## config.mk

```make
export PLATFORM = sky130hd
export DESIGN_NAME = timestamp_batch_issuer_core_flat
export DESIGN_NICKNAME = d
export VERILOG_FILES = /design/src/design/tbi_pkg.sv /design/src/design/tbi_chan_if.sv /design/src/design/tbi_regs.sv /design/src/design/tbi_ctrl.sv /design/src/design/tbi_dp.sv /design/src/design/timestamp_batch_issuer_core.sv /design/src/flat_wrapper.sv
export SDC_FILE = /design/constraint.sdc
export NUM_CORES = 1
export LEC_CHECK = 0
export BUFFER_PORTS_ARGS = -buffer_cell sky130_fd_sc_hd__buf_2
export CAP_MARGIN = 40
export CORE_UTILIZATION = 54
export CTS_BUF_LIST = sky130_fd_sc_hd__clkbuf_8
export CTS_CLUSTER_DIAMETER = 40
export DETAILED_ROUTE_END_ITERATION = 12
export MAX_ROUTING_LAYER = met4
export PLACE_DENSITY = 0.71
export SLEW_MARGIN = 20
export SYNTH_ARGS = -nofsm -noshare
export SYNTH_HDL_FRONTEND = slang
export SYNTH_HIERARCHICAL = 1
export SYNTH_SLANG_ARGS = --single-unit
```

## constraint.sdc

```tcl
create_clock -name clk -period 10.08 [get_ports clk]
set_input_delay 1.512 -clock clk [delete_from_list [all_inputs] [get_ports clk]]
set_output_delay 1.512 -clock clk [all_outputs]
set_load 0.02 [all_outputs]
```

## src/design/tbi_pkg.sv

```systemverilog
package tbi_pkg;

    // Field widths
    localparam int unsigned TIME_W   = 64;
    localparam int unsigned BATCH_W  = 16;
    localparam int unsigned STEP_W   = 10;
    localparam int unsigned STATUS_W = 2;

    // Nanoseconds in one microsecond
    localparam int unsigned NS_PER_US = 1000;

    // Per-microsecond cap is 1000 / step, at most 1000
    localparam int unsigned CAP_W     = 10;
    localparam int unsigned CAP_STEPS = CAP_W;

    // Remainder mod 1000, reduced one 4-bit digit per cycle
    localparam int unsigned MOD_W       = 10;
    localparam int unsigned DIGIT_W     = 4;
    localparam int unsigned DIGIT_STEPS = TIME_W / DIGIT_W;
    localparam int unsigned CNT_W       = $clog2(DIGIT_STEPS);

    // Configuration port
    localparam int unsigned PADDR_W   = 6;
    localparam int unsigned PDATA_W   = 64;
    localparam int unsigned ADDR_LSB  = 3;
    localparam int unsigned REG_IDX_W = PADDR_W - ADDR_LSB;

    localparam logic [REG_IDX_W-1:0] REG_ISSUE_ENABLE     = 3'd0;
    localparam logic [REG_IDX_W-1:0] REG_IGNORE_THRESHOLD = 3'd1;
    localparam logic [REG_IDX_W-1:0] REG_TIME_ADJUSTMENT  = 3'd2;
    localparam logic [REG_IDX_W-1:0] REG_RESERVED_THRESH  = 3'd3;
    localparam logic [REG_IDX_W-1:0] REG_STEP             = 3'd4;

    // Result status codes
    localparam logic [STATUS_W-1:0] STATUS_ISSUED    = 2'd0;
    localparam logic [STATUS_W-1:0] STATUS_NOT_READY = 2'd1;
    localparam logic [STATUS_W-1:0] STATUS_RETRY     = 2'd2;

    typedef struct packed {
        logic [TIME_W-1:0]  now_ns;
        logic [BATCH_W-1:0] batch_wanted;
    } tbi_req_t;

    typedef struct packed {
        logic [STATUS_W-1:0] status;
        logic [TIME_W-1:0]   batch_base;
        logic [BATCH_W-1:0]  batch_count;
    } tbi_rsp_t;

    typedef struct packed {
        logic              issue_enable;
        logic              ignore_threshold;
        logic [TIME_W-1:0] time_adjustment_ns;
        logic [TIME_W-1:0] reserved_threshold_ns;
        logic [STEP_W-1:0] step_ns;
    } tbi_cfg_t;

    // Controller to datapath commands
    typedef struct packed {
        logic load;
        logic mod_step;
        logic cap_step;
        logic sub;
        logic cmp;
        logic commit;
    } tbi_cmd_t;

endpackage

```

## src/design/tbi_chan_if.sv

```systemverilog
interface tbi_chan_if #(
    parameter type payload_t = logic
);
    logic     valid;
    logic     ready;
    payload_t payload;

    modport source (output valid, output payload, input ready);
    modport sink   (input valid, input payload, output ready);
endinterface

```

## src/design/tbi_regs.sv

```systemverilog
module tbi_regs (
    input  logic                         clk,
    input  logic                         rst_n,
    input  logic                         psel,
    input  logic                         penable,
    input  logic                         pwrite,
    input  logic [tbi_pkg::PADDR_W-1:0]  paddr,
    input  logic [tbi_pkg::PDATA_W-1:0]  pwdata,
    output logic [tbi_pkg::PDATA_W-1:0]  prdata,
    output logic                         pready,
    output tbi_pkg::tbi_cfg_t            cfg
);
    import tbi_pkg::*;

    localparam logic [STEP_W-1:0] STEP_RESET = 10'd10;

    logic                 issue_enable_reg;
    logic                 ignore_threshold_reg;
    logic [TIME_W-1:0]    time_adjustment_reg;
    logic [TIME_W-1:0]    reserved_threshold_reg;
    logic [STEP_W-1:0]    step_reg;
    logic [REG_IDX_W-1:0] reg_idx;
    logic                 wr_en;

    assign pready  = 1'b1;
    assign reg_idx = paddr[PADDR_W-1:ADDR_LSB];
    assign wr_en   = psel && penable && pwrite && pready;

    // Write registers on the access cycle
    always_ff @(posedge clk or negedge rst_n)
    begin
        if (!rst_n)
        begin
            issue_enable_reg       <= 1'b0;
            ignore_threshold_reg   <= 1'b0;
            time_adjustment_reg    <= '0;
            reserved_threshold_reg <= '0;
            step_reg               <= STEP_RESET;
        end
        else if (wr_en)
        begin
            case (reg_idx)
                REG_ISSUE_ENABLE:     issue_enable_reg       <= pwdata[0];
                REG_IGNORE_THRESHOLD: ignore_threshold_reg   <= pwdata[0];
                REG_TIME_ADJUSTMENT:  time_adjustment_reg    <= pwdata;
                REG_RESERVED_THRESH:  reserved_threshold_reg <= pwdata;
                REG_STEP:             step_reg               <= pwdata[STEP_W-1:0];
                default:              ;
            endcase
        end
    end

    // Read back
    always_comb
    begin
        case (reg_idx)
            REG_ISSUE_ENABLE:     prdata = PDATA_W'(issue_enable_reg);
            REG_IGNORE_THRESHOLD: prdata = PDATA_W'(ignore_threshold_reg);
            REG_TIME_ADJUSTMENT:  prdata = time_adjustment_reg;
            REG_RESERVED_THRESH:  prdata = reserved_threshold_reg;
            REG_STEP:             prdata = PDATA_W'(step_reg);
            default:              prdata = '0;
        endcase
    end

    assign cfg.issue_enable          = issue_enable_reg;
    assign cfg.ignore_threshold      = ignore_threshold_reg;
    assign cfg.time_adjustment_ns    = time_adjustment_reg;
    assign cfg.reserved_threshold_ns = reserved_threshold_reg;
    assign cfg.step_ns               = step_reg;

endmodule

```

## src/design/tbi_ctrl.sv

```systemverilog
module tbi_ctrl (
    input  logic              clk,
    input  logic              rst_n,
    input  logic              in_valid,
    output logic              in_ready,
    output logic              out_valid,
    input  logic              out_ready,
    output tbi_pkg::tbi_cmd_t cmd
);
    import tbi_pkg::*;

    localparam logic [2:0] S_IDLE = 3'd0;
    localparam logic [2:0] S_DIV  = 3'd1;
    localparam logic [2:0] S_SUB  = 3'd2;
    localparam logic [2:0] S_CMP  = 3'd3;
    localparam logic [2:0] S_DEC  = 3'd4;

    localparam logic [CNT_W-1:0] CNT_LAST = CNT_W'(DIGIT_STEPS - 1);

    logic [2:0]       state_reg;
    logic [2:0]       state_next;
    logic [CNT_W-1:0] cnt_reg;
    logic [CNT_W-1:0] cnt_next;
    logic             out_valid_reg;
    logic             out_valid_next;

    assign in_ready  = (state_reg == S_IDLE);
    assign out_valid = out_valid_reg;

    // Sequence one item: load, digit loop, subtract, compare, decide
    always_comb
    begin
        state_next     = state_reg;
        cnt_next       = cnt_reg;
        out_valid_next = out_valid_reg;
        cmd            = '0;

        // drop the result once it is taken
        if (out_valid_reg && out_ready)
        begin
            out_valid_next = 1'b0;
        end

        case (state_reg)
            S_IDLE:
            begin
                if (in_valid)
                begin
                    cmd.load   = 1'b1;
                    cnt_next   = '0;
                    state_next = S_DIV;
                end
            end
            S_DIV:
            begin
                cmd.mod_step = 1'b1;
                cmd.cap_step = (cnt_reg < CNT_W'(CAP_STEPS));
                cnt_next     = cnt_reg + CNT_W'(1);
                if (cnt_reg == CNT_LAST)
                begin
                    state_next = S_SUB;
                end
            end
            S_SUB:
            begin
                cmd.sub    = 1'b1;
                state_next = S_CMP;
            end
            S_CMP:
            begin
                cmd.cmp    = 1'b1;
                state_next = S_DEC;
            end
            S_DEC:
            begin
                // hold until the output register is free
                if (!out_valid_reg || out_ready)
                begin
                    cmd.commit     = 1'b1;
                    out_valid_next = 1'b1;
                    state_next     = S_IDLE;
                end
            end
            default:
            begin
                state_next = S_IDLE;
            end
        endcase
    end

    always_ff @(posedge clk or negedge rst_n)
    begin
        if (!rst_n)
        begin
            state_reg     <= S_IDLE;
            cnt_reg       <= '0;
            out_valid_reg <= 1'b0;
        end
        else
        begin
            state_reg     <= state_next;
            cnt_reg       <= cnt_next;
            out_valid_reg <= out_valid_next;
        end
    end

endmodule

```

## src/design/tbi_dp.sv

```systemverilog
module tbi_dp #(
    parameter int unsigned CORE_INDEX = 1
) (
    input  logic              clk,
    input  logic              rst_n,
    input  tbi_pkg::tbi_cmd_t cmd,
    input  tbi_pkg::tbi_cfg_t cfg,
    input  tbi_pkg::tbi_req_t req,
    output tbi_pkg::tbi_rsp_t rsp
);
    import tbi_pkg::*;

    localparam int unsigned DV_W = MOD_W + DIGIT_W;
    localparam int unsigned PROD_W = BATCH_W + STEP_W;
    localparam logic [TIME_W-1:0] BASE_OFFSET = TIME_W'(CORE_INDEX) - TIME_W'(1);

    // Working registers
    logic [TIME_W-1:0]       sum_reg;
    logic [TIME_W-1:0]       sh_reg;
    logic [BATCH_W-1:0]      wanted_reg;
    logic [MOD_W-1:0]        mod_reg;
    logic [CAP_W-1:0]        cap_rem_reg;
    logic [CAP_W-1:0]        cap_q_reg;
    logic [TIME_W-1:0]       cur_reg;
    logic [PROD_W-1:0]       prod_reg;
    logic                    reached_reg;
    logic                    later_reg;
    logic                    earlier_reg;
    logic [TIME_W-1:0]       cur_off_reg;

    // Microsecond state
    logic [TIME_W-1:0]       last_us_reg;
    logic [BATCH_W-1:0]      issued_reg;

    // Result register
    logic [STATUS_W-1:0]     status_reg;
    logic [TIME_W-1:0]       base_reg;
    logic [BATCH_W-1:0]      count_reg;

    logic [STEP_W-1:0]       step_eff;
    logic [DV_W-1:0]         digit_val;
    logic [DV_W-1:0]         digit_red;
    logic [CAP_W:0]          cap_trial;
    logic                    cap_ge;
    logic [BATCH_W-1:0]      cap_wide;
    logic [BATCH_W-1:0]      new_count;
    logic [BATCH_W-1:0]      left;
    logic [STATUS_W-1:0]     status_next;
    logic [TIME_W-1:0]       base_next;
    logic [BATCH_W-1:0]      count_next;
    logic                    take_new;
    logic                    take_same;

    // A zero step acts as one
    assign step_eff = (cfg.step_ns == '0) ? STEP_W'(1) : cfg.step_ns;

    // Shift in one digit and reduce mod 1000
    always_comb
    begin
        digit_val = {mod_reg, {DIGIT_W{1'b0}}}
                    + DV_W'(sh_reg[TIME_W-1 -: DIGIT_W]);
        digit_red = digit_val;
        for (int k = 1; k < (1 << DIGIT_W); k++)
        begin
            if (digit_val >= DV_W'(k * NS_PER_US))
            begin
                digit_red = digit_val - DV_W'(k * NS_PER_US);
            end
        end
    end

    // One restoring step of 1000 / step
    assign cap_trial = {cap_rem_reg, cap_q_reg[CAP_W-1]};
    assign cap_ge    = (cap_trial >= {1'b0, step_eff});

    // Decide the result from registered compares
    always_comb
    begin
        cap_wide    = BATCH_W'(cap_q_reg);
        new_count   = (wanted_reg < cap_wide) ? wanted_reg : cap_wide;
        left        = (issued_reg > cap_wide) ? '0 : cap_wide - issued_reg;
        status_next = STATUS_NOT_READY;
        base_next   = '0;
        count_next  = '0;
        take_new    = 1'b0;
        take_same   = 1'b0;

        if (!cfg.issue_enable)
        begin
            status_next = STATUS_NOT_READY;
        end
        else if (!cfg.ignore_threshold && reached_reg)
        begin
            status_next = STATUS_NOT_READY;
        end
        else if (later_reg)
        begin
            status_next = STATUS_ISSUED;
            base_next   = cur_off_reg;
            count_next  = new_count;
            take_new    = 1'b1;
        end
        else if (earlier_reg)
        begin
            status_next = STATUS_NOT_READY;
        end
        else if (left < wanted_reg)
        begin
            status_next = STATUS_RETRY;
        end
        else
        begin
            status_next = STATUS_ISSUED;
            base_next   = cur_off_reg + TIME_W'(prod_reg);
            count_next  = wanted_reg;
            take_same   = 1'b1;
        end
    end

    // Working and result registers
    always_ff @(posedge clk)
    begin
        if (cmd.load)
        begin
            sum_reg     <= req.now_ns + cfg.time_adjustment_ns;
            sh_reg      <= req.now_ns + cfg.time_adjustment_ns;
            wanted_reg  <= req.batch_wanted;
            mod_reg     <= '0;
            cap_rem_reg <= '0;
            cap_q_reg   <= CAP_W'(NS_PER_US);
        end
        if (cmd.mod_step)
        begin
            mod_reg <= digit_red[MOD_W-1:0];
            sh_reg  <= {sh_reg[TIME_W-DIGIT_W-1:0], {DIGIT_W{1'b0}}};
        end
        if (cmd.cap_step)
        begin
            cap_rem_reg <= cap_ge ? CAP_W'(cap_trial - {1'b0, step_eff})
                                  : cap_trial[CAP_W-1:0];
            cap_q_reg   <= {cap_q_reg[CAP_W-2:0], cap_ge};
        end
        if (cmd.sub)
        begin
            cur_reg  <= sum_reg - TIME_W'(mod_reg);
            prod_reg <= PROD_W'(issued_reg) * PROD_W'(step_eff);
        end
        if (cmd.cmp)
        begin
            // a sum past the top of the range counts as reached
            reached_reg <= ({1'b0, cur_reg} + (TIME_W + 1)'(NS_PER_US))
                           >= {1'b0, cfg.reserved_threshold_ns};
            later_reg   <= (cur_reg > last_us_reg);
            earlier_reg <= (cur_reg < last_us_reg);
            cur_off_reg <= cur_reg + BASE_OFFSET;
        end
        if (cmd.commit)
        begin
            status_reg <= status_next;
            base_reg   <= base_next;
            count_reg  <= count_next;
        end
    end

    // Advance the microsecond state on commit
    always_ff @(posedge clk or negedge rst_n)
    begin
        if (!rst_n)
        begin
            last_us_reg <= '0;
            issued_reg  <= '0;
        end
        else if (cmd.commit)
        begin
            if (take_new)
            begin
                last_us_reg <= cur_reg;
                issued_reg  <= new_count;
            end
            else if (take_same)
            begin
                issued_reg <= issued_reg + wanted_reg;
            end
        end
    end

    assign rsp.status      = status_reg;
    assign rsp.batch_base  = base_reg;
    assign rsp.batch_count = count_reg;

endmodule

```

## src/design/timestamp_batch_issuer_core.sv

```systemverilog
// Timestamp batch issuer. Each request item carries now_ns and batch_wanted;
// the block adds the adjustment register, rounds down to the microsecond and
// answers with one result item: status (issued, not ready, retry next
// microsecond), batch_base and batch_count. One item is worked at a time, in
// order: load, a digit loop in which the remainder mod 1000 is reduced one
// 4-bit digit per cycle (the 10-step divide of 1000 by step_ns runs
// alongside), then subtract, compare and decide. A finished result waits in
// an output register, so the next item is taken while it is still pending; a
// result that is not taken holds the block in its decide cycle. Configuration
// is to be written over the APB port at byte address 8*i only while no item is
// in work; the user is bound to this, the block does not enforce it.
module timestamp_batch_issuer_core #(
    parameter int unsigned CORE_INDEX = 1
) (
    input  logic                        clk,
    input  logic                        rst_n,
    tbi_chan_if.sink                    req,
    tbi_chan_if.source                  rsp,
    input  logic                        psel,
    input  logic                        penable,
    input  logic                        pwrite,
    input  logic [tbi_pkg::PADDR_W-1:0] paddr,
    input  logic [tbi_pkg::PDATA_W-1:0] pwdata,
    output logic [tbi_pkg::PDATA_W-1:0] prdata,
    output logic                        pready
);
    import tbi_pkg::*;

    tbi_cfg_t cfg;
    tbi_cmd_t cmd;
    tbi_rsp_t rsp_data;
    tbi_req_t req_data;

    assign req_data    = req.payload;
    assign rsp.payload = rsp_data;

    tbi_regs u_regs (
        .clk     (clk),
        .rst_n   (rst_n),
        .psel    (psel),
        .penable (penable),
        .pwrite  (pwrite),
        .paddr   (paddr),
        .pwdata  (pwdata),
        .prdata  (prdata),
        .pready  (pready),
        .cfg     (cfg)
    );

    tbi_ctrl u_ctrl (
        .clk       (clk),
        .rst_n     (rst_n),
        .in_valid  (req.valid),
        .in_ready  (req.ready),
        .out_valid (rsp.valid),
        .out_ready (rsp.ready),
        .cmd       (cmd)
    );

    tbi_dp #(
        .CORE_INDEX (CORE_INDEX)
    ) u_dp (
        .clk   (clk),
        .rst_n (rst_n),
        .cmd   (cmd),
        .cfg   (cfg),
        .req   (req_data),
        .rsp   (rsp_data)
    );

endmodule

```

## src/flat_wrapper.sv

```systemverilog
// flat-port wrapper written by rule: the top's interface ports become plain ports
module timestamp_batch_issuer_core_flat import tbi_pkg::*;
#(
    parameter int unsigned CORE_INDEX = 1
)
  (clk, rst_n, psel, penable, pwrite, paddr, pwdata, prdata, pready, req_valid, req_payload, req_ready, rsp_valid, rsp_payload, rsp_ready);
  tbi_chan_if req_i ();
  tbi_chan_if rsp_i ();
  input  logic clk;
  input  logic rst_n;
  input  logic psel;
  input  logic penable;
  input  logic pwrite;
  input  logic [tbi_pkg::PADDR_W-1:0] paddr;
  input  logic [tbi_pkg::PDATA_W-1:0] pwdata;
  output logic [tbi_pkg::PDATA_W-1:0] prdata;
  output logic pready;
  input wire logic [$bits(req_i.valid)-1:0] req_valid;
  input wire logic [$bits(req_i.payload)-1:0] req_payload;
  output wire logic [$bits(req_i.ready)-1:0] req_ready;
  output wire logic [$bits(rsp_i.valid)-1:0] rsp_valid;
  output wire logic [$bits(rsp_i.payload)-1:0] rsp_payload;
  input wire logic [$bits(rsp_i.ready)-1:0] rsp_ready;
  assign req_i.valid = req_valid;
  assign req_i.payload = req_payload;
  assign req_ready = req_i.ready;
  assign rsp_valid = rsp_i.valid;
  assign rsp_payload = rsp_i.payload;
  assign rsp_i.ready = rsp_ready;
  timestamp_batch_issuer_core #(.CORE_INDEX(CORE_INDEX)) u_core (.clk(clk), .rst_n(rst_n), .req(req_i), .rsp(rsp_i), .psel(psel), .penable(penable), .pwrite(pwrite), .paddr(paddr), .pwdata(pwdata), .prdata(prdata), .pready(pready));
endmodule
```

# Word level (Yosys, flattened, before mapping)
# Index checks and enable logic that the tools add are counted.
[word_totals]
reg_bits = 455
inputBits = 78
out_inout_bits = 68
wordCells = 160
[op_classes]
n_addsub = 22
magnitude_cmp = 23
eq_ne = 12
muxes = 56
bitwise_logic = 1
n_reduce_logical = 24
[op_table]
columns = ["operator", "count"]
rows = [
  ["64-bit case mux with 5 select lines", 1],
  ["10-bit 2-to-1 mux", 23],
  ["10-bit subtractor, second input constant", 15],
  ["64-bit 2-to-1 mux", 2],
  ["14-bit greater-or-equal comparator, second input constant", 7],
  ["64-bit by 10-bit adder with 65-bit output, second input constant", 1],
  ["65-bit by 64-bit greater-or-equal comparator with 1-bit output", 1],
  ["64-bit greater-than comparator", 1],
  ["64-bit < comparator", 1],
  ["64-bit by 10-bit subtractor with 64-bit output", 1],
  ["14-bit by 13-bit greater-or-equal comparator with 1-bit output, second input constant", 4],
  ["16-bit 2-to-1 mux", 3],
  ["14-bit by 12-bit greater-or-equal comparator with 1-bit output, second input constant", 2],
  ["1-bit 2-to-1 mux", 20],
  ["16-bit by 1-bit adder with 16-bit output", 1],
  ["16-bit by 10-bit greater-than comparator with 1-bit output", 1],
  ["16-bit by 1-bit < comparator with 1-bit output", 1],
  ["2-bit AND reduction", 8],
  ["10-bit by 16-bit subtractor with 16-bit output", 1],
  ["3-bit case mux with 5 select lines", 1],
  ["14-bit by 4-bit adder with 14-bit output", 1],
  ["14-bit by 10-bit greater-or-equal comparator with 1-bit output, second input constant", 1],
  ["14-bit by 11-bit greater-or-equal comparator with 1-bit output, second input constant", 1],
  ["3-bit by 2-bit equality test with 1-bit output, second input constant", 4],
  ["22 further kinds", 36],
]

# Logic depth before layout (Yosys ltp)
[logic_depth]
depth_word = 18
mapped_depth = 26
depth_no_buf = 25

# By module
# Netlist, hierarchy kept.
[modules_own_cells]
columns = ["module", "instances", "cells_each", "area_each_um2", "seq_area_each_um2"]
rows = [
  ["tbi_dp", 1, 3787, 37389.6, 14363.8],
  ["tbi_regs", 1, 412, 6145.9, 3505.9],
  ["tbi_ctrl", 1, 46, 460.4, 200.2],
  ["timestamp_batch_issuer_core", 1, 1, 3.8, 0.0],
]

# Least setup slack after synthesis
# No wires, ideal clock.
[synth_path]
path_type = "register to register"
from = "register u_core.u_ctrl.state_reg[0]"
to = "register u_core.u_dp.cur_reg[0] (enable)"
setup_time_ns = 0.668
arrival_time_ns = 7.074
required_ns = 9.412
path_slack_ns = 2.338
stages_incl_launch_ff = 3
path_buffers = 1
period_less_slack_ns = 7.742
cell_sequence = "dfrtp_1 > buf_2 > nor3b_1"
[synth_lines]
columns = ["item", "line", "text"]
rows = [
  ["start, declared", "tbi_ctrl.sv:20", "logic [2:0] state_reg;"],
  ["start signal, assigned", "tbi_ctrl.sv:101", "state_reg <= state_next;"],
  ["end signal, assigned", "tbi_dp.sv:145", "cur_reg <= sum_reg - TIME_W'(mod_reg);"],
  ["end, declared", "tbi_dp.sv:24", "logic [TIME_W-1:0] cur_reg;"],
]

# Worst setup path in the final report
[layout_path]
from = "register u_core.u_dp.cur_reg[13]"
to = "register u_core.u_dp.reached_reg (data pin)"
[layout_via]
elab_chain_cells = 2
[layout_lines]
columns = ["item", "line", "text"]
rows = [
  ["64-bit by 10-bit adder with 65-bit output", "tbi_dp.sv:151", "reached_reg <= ({1'b0, cur_reg} + (TIME_W + 1)'(NS_PER_US))"],
  ["65-bit by 64-bit greater-or-equal comparator with 1-bit output", "tbi_dp.sv:152", ">= {1'b0, cfg.reserved_threshold_ns};"],
  ["end signal, assigned", "tbi_dp.sv:151", ""],
  ["end, declared", "tbi_dp.sv:26", "logic reached_reg;"],
]
# No other way between the ends.
# A chain may end at the register's enable or synchronous reset.

==> reports/qor.yml <==
outcome:
  status: "complete, no violations"
placed_design:
  port-buffer-count: 141
  post-place-ws_ps: 4180
  gp_congestion: 0.947
  dp_hpwl_mm: 61.9
cts:
  clk_pin_slew_worst_paths_ps: 60
  postCtsSetupRepairBufs: 0
  clock-root-buffer: "clkbuf_8"
  cts_sinks: 470
  clk_path_buf_depth: 3
  hold_buffers: 0
  cts_tree: "built"
  cts_resized: 0
  cts_htree_levels: 3
  clk_latency_ps: 710
  cts_buffers: 91
worst_setup_path:
  end_kind: "flip-flop"
  cp_max_fo: 7
  cpMaxStageDelayCell: "nor4_1"
  crit_arrival_ps: 6400
  criticalPathCategory: "reg -> reg"
  worst_ep_required_time_ps: 10630
  crit_chain: "and4_1 > nand3_1 > nor3_1 > nand2_1 > nor3_1 > and4_1 > nand4_1 > xnor2_1 > ha_1 > nand4_1 > nor4_1 > nand2_1 > or3_1 > or3_1 > o21ai_0 > o31ai_1 > o311ai_0 > clkbuf_2"
  reg2reg_depth: 18
  cp-start-kind: "flip-flop"
  reg2reg_to: "u_core/u_dp/reached_reg"
  ff2ff_setup_slack_ps: 4230
  crit_family: "simple AND/OR/NAND/NOR gates"
  cp.buffers_inverters: 1
  r2r-start: "u_core/u_dp/cur_reg[13]"
  crit_path_max_incr_delay_ps: 730
timing:
  final.setup_skew_ps: 64.0
  timing.final.crit_share_pct: 58.1
  setup_viol: 0
  tns_ps: 0
  max_slew_margin_pct: 27.2
  final.min_clock_period_ps: 5850
  finalMaxSlewViolations: 0
  rsz0062_at_grt: "no"
  fmax_mhz: 171
  hold_viol: 0
  final.setup.worst_slack_ps: 4230
  worst_pin_slew_ps: 1080
die:
  die_h_um: 243
  die_area_sq_um: 59100
  row_count: 88
  io_pins: 146
  initial_core_util_pct: 54.5
  coreArea_sq_um: 57600
  fp.dieW_um: 243
synth:
  synthCells: 3063
  syn-cell-area_sq_um: 31400
  synth_warnings: 6
  syn_area_per_cell_sq_um: 10.3
global_route:
  grt_pass1_wl_mm: 133
  grt_antenna_before_repair: 1
  grt_pass1_vias: 24700
  grt_max_degree: 88
  grt_use_total_pct: 29.0
  overflow: 0
detailed_routing:
  ant_nets: 0
  drtIter0Drc: 1727
  drc_errors: 0
  first_pass_iters: 5
  vias: 24300
  wl_per_cell_um: 19.9
  finalWirelength_mm: 82.4
  viasPerCell: 5.88
power_and_ir_drop:
  ir_drop_mv: 0.189
  p_leak_nw: 15.5
  p_per_area_nw_per_um2: 231
layout:
  area_growth_pct: 12.1
  nNetsFinal: 3651
  layout-drive-gt1-share_pct: 17.3
  postLayoutCoreUtil_pct: 61.1
min_path:
  hold_depth: 2
  min_from: "u_core/u_dp/last_us_reg[29]"
  hold_path.class: "reg -> reg"
  hold_path_end: "u_core/u_dp/last_us_reg[29]"
job:
  drv_cap: 0
-- cell usage in the layout (no fill, tap or decap), types with 60 or more instances in the layout --
| cell | instances |
|---|---|
| ha_1 | 280 |
| buf_2 | 141 |
| nand2_1 | 194 |
| dfrtp_1 | 226 |
| a21oi_1 | 169 |
| a21o_1 | 81 |
| xor2_1 | 74 |
| nand4_1 | 70 |
| mux2_2 | 196 |
| edfxtp_1 | 238 |
| o21ai_0 | 138 |
| nor2_1 | 156 |
| xnor2_1 | 131 |
| inv_1 | 259 |
| conb_1 | 84 |
| a22o_1 | 110 |
| nor3_1 | 60 |
| clkbuf_8 | 95 |
-- report_power, final --
| part | internal, W | total (W) | switching, W |
|---|---|---|---|
| Combinational | 0.00126 | 0.00314 | 0.00188 |
| Clock | 0.00115 | 0.00205 | 0.000895 |
| Sequential | 0.00259 | 0.00293 | 0.000348 |
| Total | 0.00500 | 0.00813 | 0.00312 |
-- routing by layer --
metal	track usage [%]	vias to the layer above	share of wire (%)
met1	35.7	11900	43
met4	10.7	0	3.2
met5	-	-	0
li1	-	11600	-
met2	48.7	646	49
met3	3.87	160	4.4
-- worst min-delay path: stages, from the launching register on --
cell	delay, ps
dfrtp_1	340
nand2_1	50
o21ai_0	60
-- layout make-up --
class	count	area, sq um
Antenna cell	1	2.50
Clock buffer	95	1310
Clock inverter	76	669
Fill cell	4704	22400
Inverter	246	923
Multi-Input combinational cell	2298	17300
Sequential cell	470	12900
Tap cell	765	957
Timing Repair Buffer	181	1130
-- worst max path at each step --
stage | start | endpoint | slack (ps) | depth (start not counted)
detailed placement | u_core/u_dp/cur_reg[13] | u_core/u_dp/reached_reg | 4180 | 17
floorplan | u_core/u_ctrl/state_reg[0] | u_core/u_dp/cur_reg[0] | 4290 | 2
global placement | u_core/u_dp/cur_reg[13] | u_core/u_dp/reached_reg | 4270 | 17
global route | u_core/u_dp/cur_reg[13] | u_core/u_dp/reached_reg | 3810 | 18
finish | u_core/u_dp/cur_reg[13] | u_core/u_dp/reached_reg | 4230 | 18
CTS | u_core/u_dp/cur_reg[13] | u_core/u_dp/reached_reg | 4160 | 17
-- through the flow --
step	instances	total power [W]	instance area [sq um]	hold WS, ps
global route	4132	0.00862	35200	516
CTS	4126	0.00808	35100	485
finish	4132	0.00813	35200	485
detailed placement	3955	0.00599	33200	471
global placement	3947	0.00592	33000	464
floorplan	3144	0.00507	31700	450
No activity file was read; power rests on OpenSTA's default activity.
